==> src/design/aip_pkg.sv <==
// ----------------------------------------------------------------------------
// aip_pkg
// Shared types and constants of the ASCII integer parser: the word formats
// of the input and result channels, the configuration and parser state
// records, and the code values for bases, phases and status.
// ----------------------------------------------------------------------------
package aip_pkg;

  localparam int ACC_BITS   = 64;
  localparam int WIDTH_BITS = 8;
  localparam int CFG_IDX_W  = 2;
  localparam int CFG_DATA_W = WIDTH_BITS;

  // Configuration register indexes.
  localparam logic [CFG_IDX_W-1:0] REG_BASE_MODE     = 2'd0;
  localparam logic [CFG_IDX_W-1:0] REG_WIDTH_LIMIT   = 2'd1;
  localparam logic [CFG_IDX_W-1:0] REG_SIGNED_RESULT = 2'd2;
  localparam logic [CFG_IDX_W-1:0] REG_RESULT_SIZE   = 2'd3;

  // Base codes.
  localparam logic [1:0] BASE_AUTO = 2'd0;
  localparam logic [1:0] BASE_OCT  = 2'd1;
  localparam logic [1:0] BASE_DEC  = 2'd2;
  localparam logic [1:0] BASE_HEX  = 2'd3;

  // Destination size codes.
  localparam logic [1:0] SIZE_8  = 2'd0;
  localparam logic [1:0] SIZE_16 = 2'd1;
  localparam logic [1:0] SIZE_32 = 2'd2;
  localparam logic [1:0] SIZE_64 = 2'd3;

  // Parser phases.
  localparam logic [1:0] PH_SKIP    = 2'd0;
  localparam logic [1:0] PH_PREFIX0 = 2'd1;
  localparam logic [1:0] PH_PREFIXX = 2'd2;
  localparam logic [1:0] PH_DIGITS  = 2'd3;

  // Result status codes.
  localparam logic [1:0] ST_OK     = 2'd0;
  localparam logic [1:0] ST_RANGE  = 2'd1;
  localparam logic [1:0] ST_NODIG  = 2'd2;
  localparam logic [1:0] ST_EMPTY  = 2'd3;

  // Character codes.
  localparam logic [7:0] CH_0     = 8'h30;
  localparam logic [7:0] CH_9     = 8'h39;
  localparam logic [7:0] CH_LA    = 8'h61;
  localparam logic [7:0] CH_LF    = 8'h66;
  localparam logic [7:0] CH_UA    = 8'h41;
  localparam logic [7:0] CH_UF    = 8'h46;
  localparam logic [7:0] CH_LX    = 8'h78;
  localparam logic [7:0] CH_UX    = 8'h58;
  localparam logic [7:0] CH_PLUS  = 8'h2B;
  localparam logic [7:0] CH_MINUS = 8'h2D;
  localparam logic [7:0] CH_SPACE = 8'h20;
  localparam logic [7:0] CH_TAB   = 8'h09;
  localparam logic [7:0] CH_CR    = 8'h0D;

  // Saturation thresholds of the accumulator for each radix.
  localparam logic [ACC_BITS-1:0] ACC_MAX    = '1;
  localparam logic [ACC_BITS-1:0] CUT_OCT    = ACC_MAX / ACC_BITS'(8);
  localparam logic [ACC_BITS-1:0] CUT_DEC    = ACC_MAX / ACC_BITS'(10);
  localparam logic [ACC_BITS-1:0] CUT_HEX    = ACC_MAX / ACC_BITS'(16);
  localparam logic [3:0]          CUTLIM_OCT = 4'(ACC_MAX % ACC_BITS'(8));
  localparam logic [3:0]          CUTLIM_DEC = 4'(ACC_MAX % ACC_BITS'(10));
  localparam logic [3:0]          CUTLIM_HEX = 4'(ACC_MAX % ACC_BITS'(16));

  typedef struct packed {
    logic [7:0] ch;
    logic       end_of_input;
  } aip_in_t;

  typedef struct packed {
    logic [63:0] value;
    logic [1:0]  status;
    logic        char_consumed;
  } aip_out_t;

  typedef struct packed {
    logic [1:0]            base_mode;
    logic [WIDTH_BITS-1:0] width_limit;
    logic                  signed_result;
    logic [1:0]            result_size;
  } aip_cfg_t;

  typedef struct packed {
    logic [1:0]            phase;
    logic [ACC_BITS-1:0]   magnitude;
    logic                  is_negative;
    logic                  saw_digit;
    logic                  overflowed;
    logic [WIDTH_BITS-1:0] chars_left;
    logic [1:0]            active_base;
  } aip_state_t;

endpackage

==> src/design/aip_cfg.sv <==
// ----------------------------------------------------------------------------
// aip_cfg
// Configuration register file of the parser, written over its own
// valid/ready channel.
// ----------------------------------------------------------------------------
module aip_cfg import aip_pkg::*; (
  input  logic                  clk_i,
  input  logic                  rst_ni,
  input  logic                  cfg_valid_i,
  output logic                  cfg_ready_o,
  input  logic [CFG_IDX_W-1:0]  cfg_index_i,
  input  logic [CFG_DATA_W-1:0] cfg_data_i,
  output aip_cfg_t              cfg_o
);

  aip_cfg_t cfg_q;

  assign cfg_ready_o = 1'b1;
  assign cfg_o       = cfg_q;

  always_ff @(posedge clk_i or negedge rst_ni) begin
    if (!rst_ni) begin
      cfg_q.base_mode     <= BASE_DEC;
      cfg_q.width_limit   <= '0;
      cfg_q.signed_result <= 1'b1;
      cfg_q.result_size   <= SIZE_32;
    end else if (cfg_valid_i) begin
      unique case (cfg_index_i)
        REG_BASE_MODE:     cfg_q.base_mode     <= cfg_data_i[1:0];
        REG_WIDTH_LIMIT:   cfg_q.width_limit   <= cfg_data_i[WIDTH_BITS-1:0];
        REG_SIGNED_RESULT: cfg_q.signed_result <= cfg_data_i[0];
        REG_RESULT_SIZE:   cfg_q.result_size   <= cfg_data_i[1:0];
        default: ;
      endcase
    end
  end

endmodule

==> src/design/aip_step.sv <==
// ----------------------------------------------------------------------------
// aip_step
// One character step of the parser: from the current state, configuration
// and character it forms the next state and, when a number ends, the
// clamped result word, or the empty word at the end of an empty input.
// ----------------------------------------------------------------------------
module aip_step import aip_pkg::*; (
  input  aip_cfg_t   cfg_i,
  input  aip_state_t st_i,
  input  aip_in_t    in_i,
  output aip_state_t st_o,
  output logic       emit_o,
  output aip_out_t   res_o
);

  aip_state_t          s;
  logic                go;
  logic                fin;
  logic                fin_cons;
  logic                empty_end;
  logic                is_ws;
  logic                dig_ok;
  logic [3:0]          dig;
  logic [4:0]          radix;
  logic [ACC_BITS-1:0] cutoff;
  logic [3:0]          cutlim;
  logic [ACC_BITS-1:0] scaled;
  logic [63:0]         mag64;
  logic [63:0]         ulim;
  logic [63:0]         plim;
  logic [63:0]         nlim;
  logic [63:0]         slim;
  logic [63:0]         value;
  logic [1:0]          status;

  assign is_ws = (in_i.ch == CH_SPACE) || (in_i.ch >= CH_TAB && in_i.ch <= CH_CR);

  always_comb begin
    dig    = 4'd0;
    dig_ok = 1'b0;
    if (in_i.ch >= CH_0 && in_i.ch <= CH_9) begin
      dig    = 4'(in_i.ch - CH_0);
      dig_ok = 1'b1;
    end else if (in_i.ch >= CH_LA && in_i.ch <= CH_LF) begin
      dig    = 4'(in_i.ch - CH_LA + 8'd10);
      dig_ok = 1'b1;
    end else if (in_i.ch >= CH_UA && in_i.ch <= CH_UF) begin
      dig    = 4'(in_i.ch - CH_UA + 8'd10);
      dig_ok = 1'b1;
    end
  end

  // Character walk through the phases. A finish request is collected in fin
  // and the clamp below works on the state as it stands at that point.
  always_comb begin
    s         = st_i;
    go        = 1'b0;
    fin       = 1'b0;
    fin_cons  = 1'b0;
    empty_end = 1'b0;
    radix     = 5'd10;
    cutoff    = CUT_DEC;
    cutlim    = CUTLIM_DEC;
    scaled    = '0;
    if (st_i.phase == PH_SKIP) begin
      if (in_i.end_of_input) begin
        empty_end = 1'b1;
      end else if (!is_ws) begin
        s.magnitude   = '0;
        s.is_negative = 1'b0;
        s.saw_digit   = 1'b0;
        s.overflowed  = 1'b0;
        s.chars_left  = cfg_i.width_limit;
        s.active_base = cfg_i.base_mode;
        s.phase       = (cfg_i.base_mode == BASE_AUTO || cfg_i.base_mode == BASE_HEX) ?
                        PH_PREFIX0 : PH_DIGITS;
        if (in_i.ch == CH_PLUS || in_i.ch == CH_MINUS) begin
          s.is_negative = (in_i.ch == CH_MINUS);
          if (cfg_i.width_limit != '0 && s.chars_left != '0) s.chars_left = s.chars_left - 1'b1;
          if (cfg_i.width_limit != '0 && s.chars_left == '0) begin
            fin      = 1'b1;
            fin_cons = 1'b1;
          end
        end else begin
          go = 1'b1;
        end
      end
    end else if (in_i.end_of_input ||
                 (cfg_i.width_limit != '0 && st_i.chars_left == '0)) begin
      fin = 1'b1;
    end else begin
      go = 1'b1;
    end

    if (go && s.phase == PH_PREFIX0) begin
      if (in_i.ch == CH_0) begin
        go = 1'b0;
        if (cfg_i.width_limit != '0 && s.chars_left != '0) s.chars_left = s.chars_left - 1'b1;
        s.phase = PH_PREFIXX;
        if (cfg_i.width_limit != '0 && s.chars_left == '0) begin
          fin      = 1'b1;
          fin_cons = 1'b1;
        end
      end else begin
        s.active_base = (s.active_base == BASE_AUTO) ? BASE_DEC : BASE_HEX;
        s.phase       = PH_DIGITS;
      end
    end

    if (go && s.phase == PH_PREFIXX) begin
      if (in_i.ch == CH_LX || in_i.ch == CH_UX) begin
        go = 1'b0;
        if (cfg_i.width_limit != '0 && s.chars_left != '0) s.chars_left = s.chars_left - 1'b1;
        s.active_base = BASE_HEX;
        s.phase       = PH_DIGITS;
        if (cfg_i.width_limit != '0 && s.chars_left == '0) begin
          fin      = 1'b1;
          fin_cons = 1'b1;
        end
      end else begin
        // The leading 0 already counts as a digit.
        s.saw_digit   = 1'b1;
        s.active_base = (s.active_base == BASE_AUTO) ? BASE_OCT : BASE_HEX;
        s.phase       = PH_DIGITS;
      end
    end

    if (go) begin
      if (s.active_base == BASE_AUTO) s.active_base = BASE_DEC;
      unique case (s.active_base)
        BASE_OCT: begin
          radix  = 5'd8;
          cutoff = CUT_OCT;
          cutlim = CUTLIM_OCT;
          scaled = s.magnitude << 3;
        end
        BASE_HEX: begin
          radix  = 5'd16;
          cutoff = CUT_HEX;
          cutlim = CUTLIM_HEX;
          scaled = s.magnitude << 4;
        end
        default: begin
          radix  = 5'd10;
          cutoff = CUT_DEC;
          cutlim = CUTLIM_DEC;
          scaled = (s.magnitude << 3) + (s.magnitude << 1);
        end
      endcase
      if (!dig_ok || {1'b0, dig} >= radix) begin
        fin = 1'b1;
      end else begin
        if (cfg_i.width_limit != '0 && s.chars_left != '0) s.chars_left = s.chars_left - 1'b1;
        s.saw_digit = 1'b1;
        if (!s.overflowed) begin
          if (s.magnitude > cutoff || (s.magnitude == cutoff && dig > cutlim)) begin
            s.magnitude  = ACC_MAX;
            s.overflowed = 1'b1;
          end else begin
            s.magnitude = scaled + ACC_BITS'(dig);
          end
        end
        if (cfg_i.width_limit != '0 && s.chars_left == '0) begin
          fin      = 1'b1;
          fin_cons = 1'b1;
        end
      end
    end
  end

  // Clamp of the finished magnitude to the destination range.
  always_comb begin
    mag64 = 64'(s.magnitude);
    case (cfg_i.result_size)
      SIZE_8:  ulim = 64'h0000_0000_0000_00FF;
      SIZE_16: ulim = 64'h0000_0000_0000_FFFF;
      SIZE_32: ulim = 64'h0000_0000_FFFF_FFFF;
      default: ulim = 64'hFFFF_FFFF_FFFF_FFFF;
    endcase
    plim   = ulim >> 1;
    nlim   = plim + 64'd1;
    slim   = s.is_negative ? nlim : plim;
    value  = '0;
    status = ST_OK;
    if (!(s.saw_digit || s.phase == PH_PREFIXX)) begin
      status = ST_NODIG;
    end else if (cfg_i.signed_result) begin
      if (s.overflowed || mag64 > slim) begin
        status = ST_RANGE;
        value  = s.is_negative ? (64'd0 - nlim) : plim;
      end else begin
        value  = s.is_negative ? (64'd0 - mag64) : mag64;
      end
    end else begin
      if (s.overflowed || mag64 > ulim) begin
        status = ST_RANGE;
        value  = ulim;
      end else begin
        value  = s.is_negative ? ((64'd0 - mag64) & ulim) : mag64;
      end
    end
  end

  always_comb begin
    st_o   = s;
    emit_o = fin || empty_end;
    res_o  = '{value: value, status: status, char_consumed: fin_cons};
    if (empty_end) begin
      res_o = '{value: 64'd0, status: ST_EMPTY, char_consumed: 1'b0};
    end
    if (fin) begin
      st_o = '{phase: PH_SKIP, magnitude: '0, is_negative: 1'b0, saw_digit: 1'b0,
               overflowed: 1'b0, chars_left: '0, active_base: BASE_AUTO};
    end
  end

endmodule

==> src/design/ascii_integer_parser_core.sv <==
// ----------------------------------------------------------------------------
// ascii_integer_parser_core
// Streaming text-to-integer parser with scanf-style integer conversion.
// ----------------------------------------------------------------------------
// One character word is taken per clock cycle. A word is held in an input
// register and stepped through the parser once the output has room. When it
// ends a number, its result word is loaded into an output register at that
// step, so a result passes the input and then the output register. A new
// word may enter in every cycle. The only thing that slows the stream is a
// result word left waiting in the output register. It holds back the step of
// the held word, whether or not that word ends a number. Configuration writes
// are taken in any cycle and act from the next step on, so they should only
// be issued while no character word is held in the block. A number that is
// already open keeps its base, but it sees a new width limit, sign mode or
// size at once.
module ascii_integer_parser_core import aip_pkg::*; (
  input  logic                  clk_i,
  input  logic                  rst_ni,
  input  logic                  in_valid_i,
  output logic                  in_ready_o,
  input  aip_in_t               in_data_i,
  output logic                  out_valid_o,
  input  logic                  out_ready_i,
  output aip_out_t              out_data_o,
  input  logic                  cfg_valid_i,
  output logic                  cfg_ready_o,
  input  logic [CFG_IDX_W-1:0]  cfg_index_i,
  input  logic [CFG_DATA_W-1:0] cfg_data_i
);

  aip_cfg_t   cfg;
  aip_state_t st_q;
  aip_state_t st_d;
  aip_in_t    in_q;
  logic       in_valid_q;
  aip_out_t   out_q;
  logic       out_valid_q;
  aip_out_t   res;
  logic       emit;
  logic       step;

  aip_cfg u_cfg (
    .clk_i       (clk_i),
    .rst_ni      (rst_ni),
    .cfg_valid_i (cfg_valid_i),
    .cfg_ready_o (cfg_ready_o),
    .cfg_index_i (cfg_index_i),
    .cfg_data_i  (cfg_data_i),
    .cfg_o       (cfg)
  );

  aip_step u_step (
    .cfg_i  (cfg),
    .st_i   (st_q),
    .in_i   (in_q),
    .st_o   (st_d),
    .emit_o (emit),
    .res_o  (res)
  );

  // The held word is stepped once the output register has room for a result.
  assign step        = in_valid_q && (!out_valid_q || out_ready_i);
  assign in_ready_o  = !in_valid_q || step;
  assign out_valid_o = out_valid_q;
  assign out_data_o  = out_q;

  always_ff @(posedge clk_i or negedge rst_ni) begin
    if (!rst_ni) begin
      in_valid_q <= 1'b0;
    end else if (in_ready_o) begin
      in_valid_q <= in_valid_i;
    end
  end

  always_ff @(posedge clk_i) begin
    if (in_ready_o && in_valid_i) begin
      in_q <= in_data_i;
    end
  end

  always_ff @(posedge clk_i or negedge rst_ni) begin
    if (!rst_ni) begin
      st_q <= '{phase: PH_SKIP, magnitude: '0, is_negative: 1'b0, saw_digit: 1'b0,
                overflowed: 1'b0, chars_left: '0, active_base: BASE_AUTO};
    end else if (step) begin
      st_q <= st_d;
    end
  end

  always_ff @(posedge clk_i or negedge rst_ni) begin
    if (!rst_ni) begin
      out_valid_q <= 1'b0;
    end else if (step && emit) begin
      out_valid_q <= 1'b1;
    end else if (out_ready_i) begin
      out_valid_q <= 1'b0;
    end
  end

  always_ff @(posedge clk_i) begin
    if (step && emit) begin
      out_q <= res;
    end
  end

endmodule

==> config.mk <==
export PLATFORM = sky130hd
export DESIGN_NAME = ascii_integer_parser_core
export DESIGN_NICKNAME = d
export VERILOG_FILES = /design/src/design/aip_pkg.sv /design/src/design/aip_cfg.sv /design/src/design/aip_step.sv /design/src/design/ascii_integer_parser_core.sv
export SDC_FILE = /design/constraint.sdc
export NUM_CORES = 1
export LEC_CHECK = 0
export BUFFER_PORTS_ARGS = -buffer_cell sky130_fd_sc_hd__buf_2
export CAP_MARGIN = 20
export CORE_ASPECT_RATIO = 1.2
export CORE_UTILIZATION = 40
export CTS_CLUSTER_DIAMETER = 120
export DETAILED_ROUTE_END_ITERATION = 10
export GPL_TIMING_DRIVEN = 1
export SLEW_MARGIN = 20
export SYNTH_ARGS = -nofsm -noshare
export SYNTH_HDL_FRONTEND = slang
export SYNTH_HIERARCHICAL = 1
export SYNTH_SLANG_ARGS = --single-unit
==> constraint.sdc <==
create_clock -name clk_i -period 9.8 [get_ports clk_i]
set_input_delay 0.49 -clock clk_i [delete_from_list [all_inputs] [get_ports clk_i]]
set_output_delay 0.49 -clock clk_i [all_outputs]
set_load 0.05 [all_outputs]
# Word level (Yosys, flattened, before mapping)
# Cells that the tools add are included.
classes:
  add_sub_neg: 14
  n_lt_le_gt_ge: 13
  eq_ne: 18
  n_mux: 108
  bitwise_logic: 2
  reduce_logical: 56
ops:
  columns: ["operator", "n"]
  rows:
  - ["64-bit 2-to-1 mux", 13]
  - ["79-bit 2-to-1 mux", 4]
  - ["64-bit > comparator", 3]
  - ["64-bit one-hot mux with 3 select lines", 1]
  - ["8-bit 2-to-1 mux", 17]
  - ["64-bit one-hot mux with 2 select lines", 1]
  - ["1-bit by 64-bit subtractor with 64-bit output (first input constant)", 2]
  - ["61-bit one-hot mux with 2 select lines", 1]
  - ["63-bit by 1-bit adder with 64-bit output (second input constant)", 1]
  - ["64-bit by 4-bit adder with 64-bit output", 1]
  - ["64-bit adder", 1]
  - ["64-bit bitwise AND", 1]
  - ["64-bit equality test", 1]
  - ["1-bit 2-to-1 mux", 52]
  - ["8-bit zero test", 5]
  - ["8-bit by 6-bit equality test with 1-bit output (second input constant)", 4]
  - ["8-bit nonzero test", 4]
  - ["8-bit by 1-bit subtractor with 8-bit output (second input constant)", 4]
  - ["10-bit 2-to-1 mux", 3]
  - ["1-bit logical AND", 18]
  - ["8-bit by 7-bit equality test with 1-bit output (second input constant)", 2]
  - ["8-bit by 7-bit >= comparator with 1-bit output (second input constant)", 2]
  - ["8-bit by 7-bit <= comparator with 1-bit output (second input constant)", 2]
  - ["2-bit 2-to-1 mux", 8]
  - ["22 further kinds", 60]
word_totals:
  reg_bits: 170
  inputBits: 24
  output_inout_bits: 70
  elab_cells: 230

# Logic depth before layout (Yosys ltp)
# Gate-level depths: netlist of run 1.
depth:
  ltp_word: 42
  ltp_mapped: 50

# By module
# The synthesis of run 1 kept the hierarchy.
by_module_without_submodules:
  columns: ["mod", "instances", "cells_each", "area_per_inst_um2", "seq_area_each_um2"]
  rows:
  - ["aip_step", 1, 2640, 17254.0, 0.0]
  - ["ascii_integer_parser_core", 1, 253, 5347.6, 4309.1]
  - ["aip_cfg", 1, 32, 531.8, 329.1]

# Least setup slack after synthesis of run 1
# No wires, ideal clock.
synth_timing:
  kind: "reg2reg"
  startpoint: "register in_q[1] (netlist name)"
  endpoint: "register out_q (netlist bit out_data_o[24]) (data pin)"
  setup_time_ns: 0.147
  arrival_time_ns: 10.158
  setup_slack_ns: -0.505
  stages_incl_launch_ff: 46
  path_buffers: 10
  synth_period_minus_slack_ns: 10.305
  cell_sequence: "edfxtp_1 inv_1 ha_1 or4b_4 o21a_1 nand2_1 buf_4 buf_2 buf_2 clkbuf_1 buf_2 clkbuf_1 buf_1 and2_1 ha_1 nand2_1 o31a_1 or3_1 [... 10 more ...] or4_1 o211ai_1 inv_1 ha_1 nand4_1 nor2_1 nand3_1 nor4_1 nand3_1 nor2_1 nand4_1 a21boi_0 a21oi_1 and2_1 or2_2 clkbuf_1 clkbuf_1 a21oi_1"
synth_between:
  elab_chain_len: 32
  word_cells_on_any_way: 109
  cone_classes: "8 x add/sub; 13 x order compare; 12 x eq/ne; 54 x mux; 2 x bitwise; 20 x reduce/logical"
synth_lines:
  columns: ["element", "line_no", "text"]
  rows:
  - ["start: declaration", "ascii_integer_parser_core.sv:34", "aip_in_t in_q;"]
  - ["start signal: assignment", "ascii_integer_parser_core.sv:77", "in_q <= in_data_i;"]
  - ["branches (longest 32 deep; another with 8-bit by 4-bit >= comparator with 1-bit output)", null, null]
  - ["end signal: assignment", "ascii_integer_parser_core.sv:102", "out_q <= res;"]
  - ["end: declaration", "ascii_integer_parser_core.sv:36", "aip_out_t out_q;"]
# Parallel ways; which one is timed is not known. The select of a mux whose other input is x is not followed.
# A chain may end at the register's enable or synchronous reset.

# Final worst setup path of run 1
layout_timing:
  startpoint: "register in_q[1] (netlist name)"
  endpoint: "register out_q (netlist bit out_data_o[33]) (data pin)"
# Same word-level chain as after synthesis.

==> run summary, run 1 <==
Worst-Margin Slew: 1.058 ns
HP Start: in_data_i[8]
Die Ht: 265.4 microns
Routability Congestion: 0.9775
DRT iter0 DRCs: 1695
P_sw: 0.004251 W
Antenna diodes: 0
Pre-CTS setup slack: -0.08853 ns
Final Instance Area: 26160 sq um
Syn Nets: 3186
Mapped Cells: 2925
Wirelength, routed: 92260 microns
Worst EP arrival: 9.58 ns
Most common cell after layout, fill and taps aside: a21oi_1
Logic pwr share: 0.749
Total CTS buffers: 17
Max Fanout on Critical Path: 15
Max-cap violations: 0
Power density over cell area: 282.3 nW/um^2
Status: finished, final reports clean
Static Leak: 11.58 nW
Clock Root Buffer: clkbuf_16
Reg2reg end: out_data_o[33]
R2R Path Start: in_q[1]
EDFF count, synth: 76
Grt ovf: 0
Via count: 24013
Die ar.: 58800 sq um
Global-route wire length before repair: 139300 microns
Most frequent cells in the layout: 280 x a21oi_1, 228 x nand2_1, 227 x ha_1, 192 x nor2_1, 179 x o21ai_0
Cell Rows: 96
Fin worst setup slack: 0.5130 ns
Worst min-delay path class: in2reg
Largest stage delay, worst path: 0.49 ns
Post-synth cell types: 111
Hold worst-path end: in_q[8]
Register area share after synthesis: 0.2005
Sw Ratio: 0.5759
CP Capture Type: flop
Mapped Avg Cell Area: 7.909 sq um
Pin count of the biggest net entering global routing: 66
Placed cell count: 3780
Tot Pwr: 0.007383 W
CP required: 10.09 ns
Num ports: 94
Slowest stage cell on the critical path: or4_1
Kind of critical path: reg2reg
Die Width: 221.5 microns
Setup crit start kind: flop
# H-tree levels: 4
Portion of total power attributed to sequential cells: 0.158
Int Pwr: 0.003131 W
Most used cell, CP: inv_1
Register area: 4638 sq um
Period utilization: 0.9477
Area growth from synthesis to layout: 13.07%
Vias in the first global route: 24163
Initial antenna violation count: 0
Final hold viol count: 0
Clock Latency Late Sink: 0.46 ns
Clock network power share: 0.093
# setup viols final: 0
Fmax: 0.1077 GHz
Filler cell count: 5741
R2R Setup Slk: 0.51 ns
Post-Layout Cell Count: 3823
Count of final max-slew check failures: 0
Async set or reset register ratio after synthesis: 0.5529
Initial Util: 0.4046
Detail Placement HPWL: 74530 microns
Total track usage: 0.3073
Ys Warns: 6
Worst Skew: 0.01620 ns
Hold path depth: 1
CTS tree: built
Via density: 6.281
CTS Buffer Depth: 2
DRT Pass-1 Iters: 6
Post-DRT Antenna Nets: 0
Area of the multi-input gates: 17530 sq um
Final #Nets: 3336
Yosys reg bits: 170
Drt wl/cell: 24.13 microns
Synthesized area: 23130 sq um
Clock transition at path regs: 0.08 ns
I/O Buffers: 92
DR DRC count: 0
Max VDD drop: 0.1542 mV
Post-placement cell area: 25280 sq um
Ys flop type: dfrtp_1
Post-route minimum period: 9.287 ns
Worst Reg-to-Reg Cells: 40
CTS sink count: 170
Share of cells above drive strength 1: 0.1768
Core Area: 57170 sq um
Final core occ: 0.4575
Relative max-transition margin: 0.2762
-- state kept, by name, summed over array words and instances (netlist names) --
name,count
st_q,79
in_q,9
out_valid_o,1
out_data_o,67
u_cfg/cfg_o,13
in_valid_q,1
-- layout make-up --
class / instances / area share
clock buffer: 17 / 0.01626
clock inverter: 15 / 0.006410
inverter: 154 / 0.02210
multi-input combinational: 2457 / 0.6704
sequential: 170 / 0.1773
tap: 735 / 0.03516
timing repair buffer: 275 / 0.07238
-- Yosys cell counts (75+ instances only) --
master	count	area, sq um
a21oi_1	283	1416
o21ai_0	183	915.9
edfxtp_1	76	2282
clkbuf_1	95	356.6
inv_1	150	563.0
ha_1	235	2940
nand2_1	229	859.6
xnor2_1	100	875.8
nand4_1	105	656.9
mux2_2	88	991.0
nand3_1	75	375.4
dfrtp_1	91	2277
nor2_1	195	732.0
-- cell families after synthesis --
logic type      share of synthesized area
mux                               0.06014
compound gates                     0.2527
flops                              0.2005
other cells                     0.0001621
xor+xnor                          0.05452
fa+ha+maj                          0.1288
simple gates                       0.2507
buf+inv                           0.05241
-- power groups by stage --
stage               Clock, W  Sequential [W]  Combinational (W)
floorplan                  0         0.00158            0.00325
global placement           0         0.00118            0.00529
detailed placement         0         0.00118            0.00536
CTS                 0.000698         0.00117            0.00539
global route        0.000729         0.00119            0.00593
finish              0.000685         0.00117            0.00553
-- worst max path at each step --
stage                        from  slack [ns]              to
after floorplan           in_q[1]        0.09  out_data_o[24]
after global placement    in_q[1]        0.11  out_data_o[30]
after detailed placement  in_q[1]       -0.09  out_data_o[33]
after CTS                 in_q[1]       0.002  out_data_o[33]
after global routing      in_q[2]       -0.02  out_data_o[33]
final                     in_q[1]        0.51  out_data_o[33]
-- through the flow --
stage,hold WS [ns],setup TNS [ns]
floorplan,0.1944,0
global placement,0.4597,0
detailed placement,0.4638,-0.9721
CTS,0.1847,0
global route,0.1795,-0.05190
finish,0.2087,0
-- layer usage --
| layer | part of all wire | wire length (microns) | vias up | GRT usage |
|---|---|---|---|---|
| met5 | 0 | 0 | - | 0 |
| met4 | 0.078 | 7156 | 0 | 0.2215 |
| met3 | 0.034 | 3107 | 297 | 0.02717 |
| met2 | 0.52 | 47840 | 811 | 0.5797 |
| met1 | 0.37 | 34150 | 11558 | 0.3190 |
| li1 | - | - | 11347 | - |
-- worst max-delay path: cells and delay by family (launching register included) --
kind,cells,cell delay (ns)
DFF,1,0.46
adders and majority gates,4,1.15
AOI/OAI and AO/OA,11,2.37
and+or+nand+nor,19,4.34
buffers and inverters,6,0.80
-- repair_timing --
item / 4_1_cts / 5_1_grt
endpoints found under the hold margin: 29 / 0
hold buffers: 1 / 0
gates resized for setup: 2 / 49
endpoints found under the setup margin: 40 / 65
buffers inserted: 0 / 10
pin swaps: 0 / 9
Note: power is estimated with default switching activity, not from simulation.
==> inputs of run 2 (changes only) <==
--- a/config.mk
+++ b/config.mk
@@ -6,9 +6,8 @@
 export NUM_CORES = 1
 export LEC_CHECK = 0
 export BUFFER_PORTS_ARGS = -buffer_cell sky130_fd_sc_hd__buf_2
-export CAP_MARGIN = 20
 export CORE_ASPECT_RATIO = 1.2
-export CORE_UTILIZATION = 40
+export CORE_UTILIZATION = 36
 export CTS_CLUSTER_DIAMETER = 120
 export DETAILED_ROUTE_END_ITERATION = 10
 export GPL_TIMING_DRIVEN = 1
==> run 2 against run 1 <==
Against the previous run:
- critical endpoint is now out_data_o[22]
- die area rose by 11%
- cell area decreased by 0.65%
- clock skew about the same
- utilization fell by 4.8 points
- the run now ends with DRC left
- sequential share of layout area is 0.12 points higher
- hold slack got worse by 0.024 ns
- register-to-register slack worse by 0.06 ns
- critical path depth is the same
==> run summary, run 2 (synthesis results as in run 1) <==
Via count: 23608 (-1.7%)
Relative max-transition margin: 0.2758 (-0.0004320)
Die ar.: 65280 sq um (+11%)
Total track usage: 0.2582 (-0.04912)
Die Ht: 279.7 microns (+5.4%)
Worst EP arrival: 9.67 ns (+0.09 ns)
Failing checks: DRC
Max Fanout on Critical Path: 15 (unchanged)
Slowest stage cell on the critical path: or4_4
Area growth from synthesis to layout: 12.33%
R2R Setup Slk: 0.45 ns (-0.06 ns)
Final #Nets: 3285 (-1.5%)
Static Leak: 11.36 nW (-1.9%)
Status: finished, violations left
Period utilization: 0.9539 (+0.006202)
Most common cell after layout, fill and taps aside: a21oi_1
Die Width: 233.4 microns (+5.4%)
Fmax: 0.1070 GHz (-0.65%)
Post-route minimum period: 9.348 ns (+0.06078 ns)
CTS Buffer Depth: 2 (unchanged)
Initial antenna violation count: 0 (unchanged)
CP Capture Type: flop
I/O Buffers: 92 (unchanged)
Final hold viol count: 0 (unchanged)
# setup viols final: 0 (unchanged)
Antenna diodes: 0 (unchanged)
Power density over cell area: 279.0 nW/um^2 (-1.2%)
Final core occ: 0.4096 (-0.04785)
Global-route wire length before repair: 131000 microns (-5.9%)
DR DRC count: 16 (+16)
Grt ovf: 0 (unchanged)
Kind of critical path: reg2reg
Worst Skew: 0.01655 ns (+0.0003497 ns)
Drt wl/cell: 22.09 microns (-8.5%)
Pin count of the biggest net entering global routing: 72 (+9.1%)
Initial Util: 0.3647 (-0.03995)
CTS sink count: 170 (unchanged)
Setup crit start kind: flop
Pre-CTS setup slack: -0.1542 ns (-0.06571 ns)
CP required: 10.12 ns (+0.03 ns)
Total negative setup slack: 0 ns (unchanged)
Clock Latency Late Sink: 0.48 ns (+0.02 ns)
Most frequent cells in the layout: 273 x a21oi_1, 228 x nand2_1, 224 x ha_1, 190 x nor2_1, 178 x o21ai_0
Detail Placement HPWL: 66800 microns (-10%)
DRT Pass-1 Iters: 9 (+3)
Total CTS buffers: 17 (unchanged)
Fin worst setup slack: 0.4522 ns (-0.06078 ns)
CTS tree: built
Wirelength, routed: 85290 microns (-7.5%)
Post-Layout Cell Count: 3861 (+0.99%)
Clock Root Buffer: clkbuf_16
Clock transition at path regs: 0.07 ns (about the same)
Worst-Margin Slew: 1.085 ns (+0.02682 ns)
Post-DRT Antenna Nets: 0 (unchanged)
Share of cells above drive strength 1: 0.1719 (-0.004933)
Most flops, register: st_q
Placed cell count: 3815 (+0.93%)
Count of final max-slew check failures: 0 (unchanged)
Max VDD drop: 0.2119 mV (+37%)
Worst min-delay path class: in2reg
Largest stage delay, worst path: 0.48 ns (about the same)
Vias in the first global route: 23136 (-4.3%)
Max reg flops: 79 (unchanged)
Via density: 6.114 (-2.7%)
Routability Congestion: 0.9958 (+1.9%)
Core Area: 63440 sq um (+11%)
Cell Rows: 101 (+5.2%)
Most used cell, CP: buf_4
Max-cap violations: 0 (unchanged)
Num ports: 94 (unchanged)
# H-tree levels: 4 (unchanged)
DRT iter0 DRCs: 1868 (+10%)
-- run 2: cell types whose count changed in the layout (fill, tap and decap cells not counted), moves of 4 or more --
cell	delta
buf_4	-53
a21oi_1	-7
a21oi_2	+7
inv_8	-6
clkinv_2	+4
-- run 2: power breakdown --
group | switching, W | leakage, nW | internal [W] | total, W
clock | 0.000317 | 0.275 | 0.000357 | 0.000674
sequential | 0.000146 | 2.00 | 0.00103 | 0.00117
combinational | 0.00369 | 9.08 | 0.00172 | 0.00540
total | 0.00415 | 11.4 | 0.00310 | 0.00725
-- run 2: final timing paths --
check | startpoint | end | cells past startpoint
hold reg to reg | st_q[70] | st_q[70] | 1
hold / removal | in_data_i[4] | in_q[4] | 1
min in group asynchronous | rst_ni | st_q[67] | 2
max in group asynchronous | rst_ni | u_cfg/cfg_o[8] | 3
setup / recovery | in_q[2] | out_data_o[22] | 40
setup reg to reg | in_q[2] | out_data_o[22] | 40
-- run 2: layout make-up --
type / instances / area (sq um)
fill: 6666 / 37450
multi-input combinational: 2458 / 17690
sequential: 170 / 4638
timing repair buffer: 223 / 1485
tap: 824 / 1031
inverter: 154 / 578.1
clock buffer: 18 / 439.2
clock inverter: 14 / 121.4
-- run 2: per-stage QoR --
step / power (W) / hold slack [ns] / cell area (sq um)
floorplan: 0.004839 / 0.1944 / 23150
global placement: 0.006362 / 0.4551 / 24960
detailed placement: 0.006381 / 0.4574 / 24960
CTS: 0.007083 / 0.1690 / 25560
global route: 0.007734 / 0.1685 / 25990
finish: 0.007249 / 0.1847 / 25990
-- run 2: layer usage --
layer / vias up / track usage / wire length (microns)
li1: 11228 / - / -
met1: 11300 / 0.3000 / 33680
met2: 824 / 0.4523 / 42330
met3: 256 / 0.03054 / 4162
met4: 0 / 0.1517 / 5120
met5: - / 0 / 0
-- run 2: worst max-delay path: cells and delay by family, from the launching register on --
| kind | cells | cell delay (ns) |
|---|---|---|
| DFF | 1 | 0.43 |
| xor gates and xnor gates | 1 | 0.11 |
| muxes | 1 | 0.24 |
| buffers and inverters | 7 | 0.96 |
| adders and majority gates | 3 | 0.92 |
| AOI/OAI and AO/OA | 12 | 2.82 |
| and+or+nand+nor | 16 | 3.66 |
-- run 2: what timing repair did --
action                                 4_1_cts  5_1_grt
gates resized for setup                      4       82
setup endpoints to repair                   34       65
endpoints found under the hold margin       28        0
gates cloned                                 1        0
pin swaps                                    1       12
setup buffers                                1       11
hold buffers                                 1        0
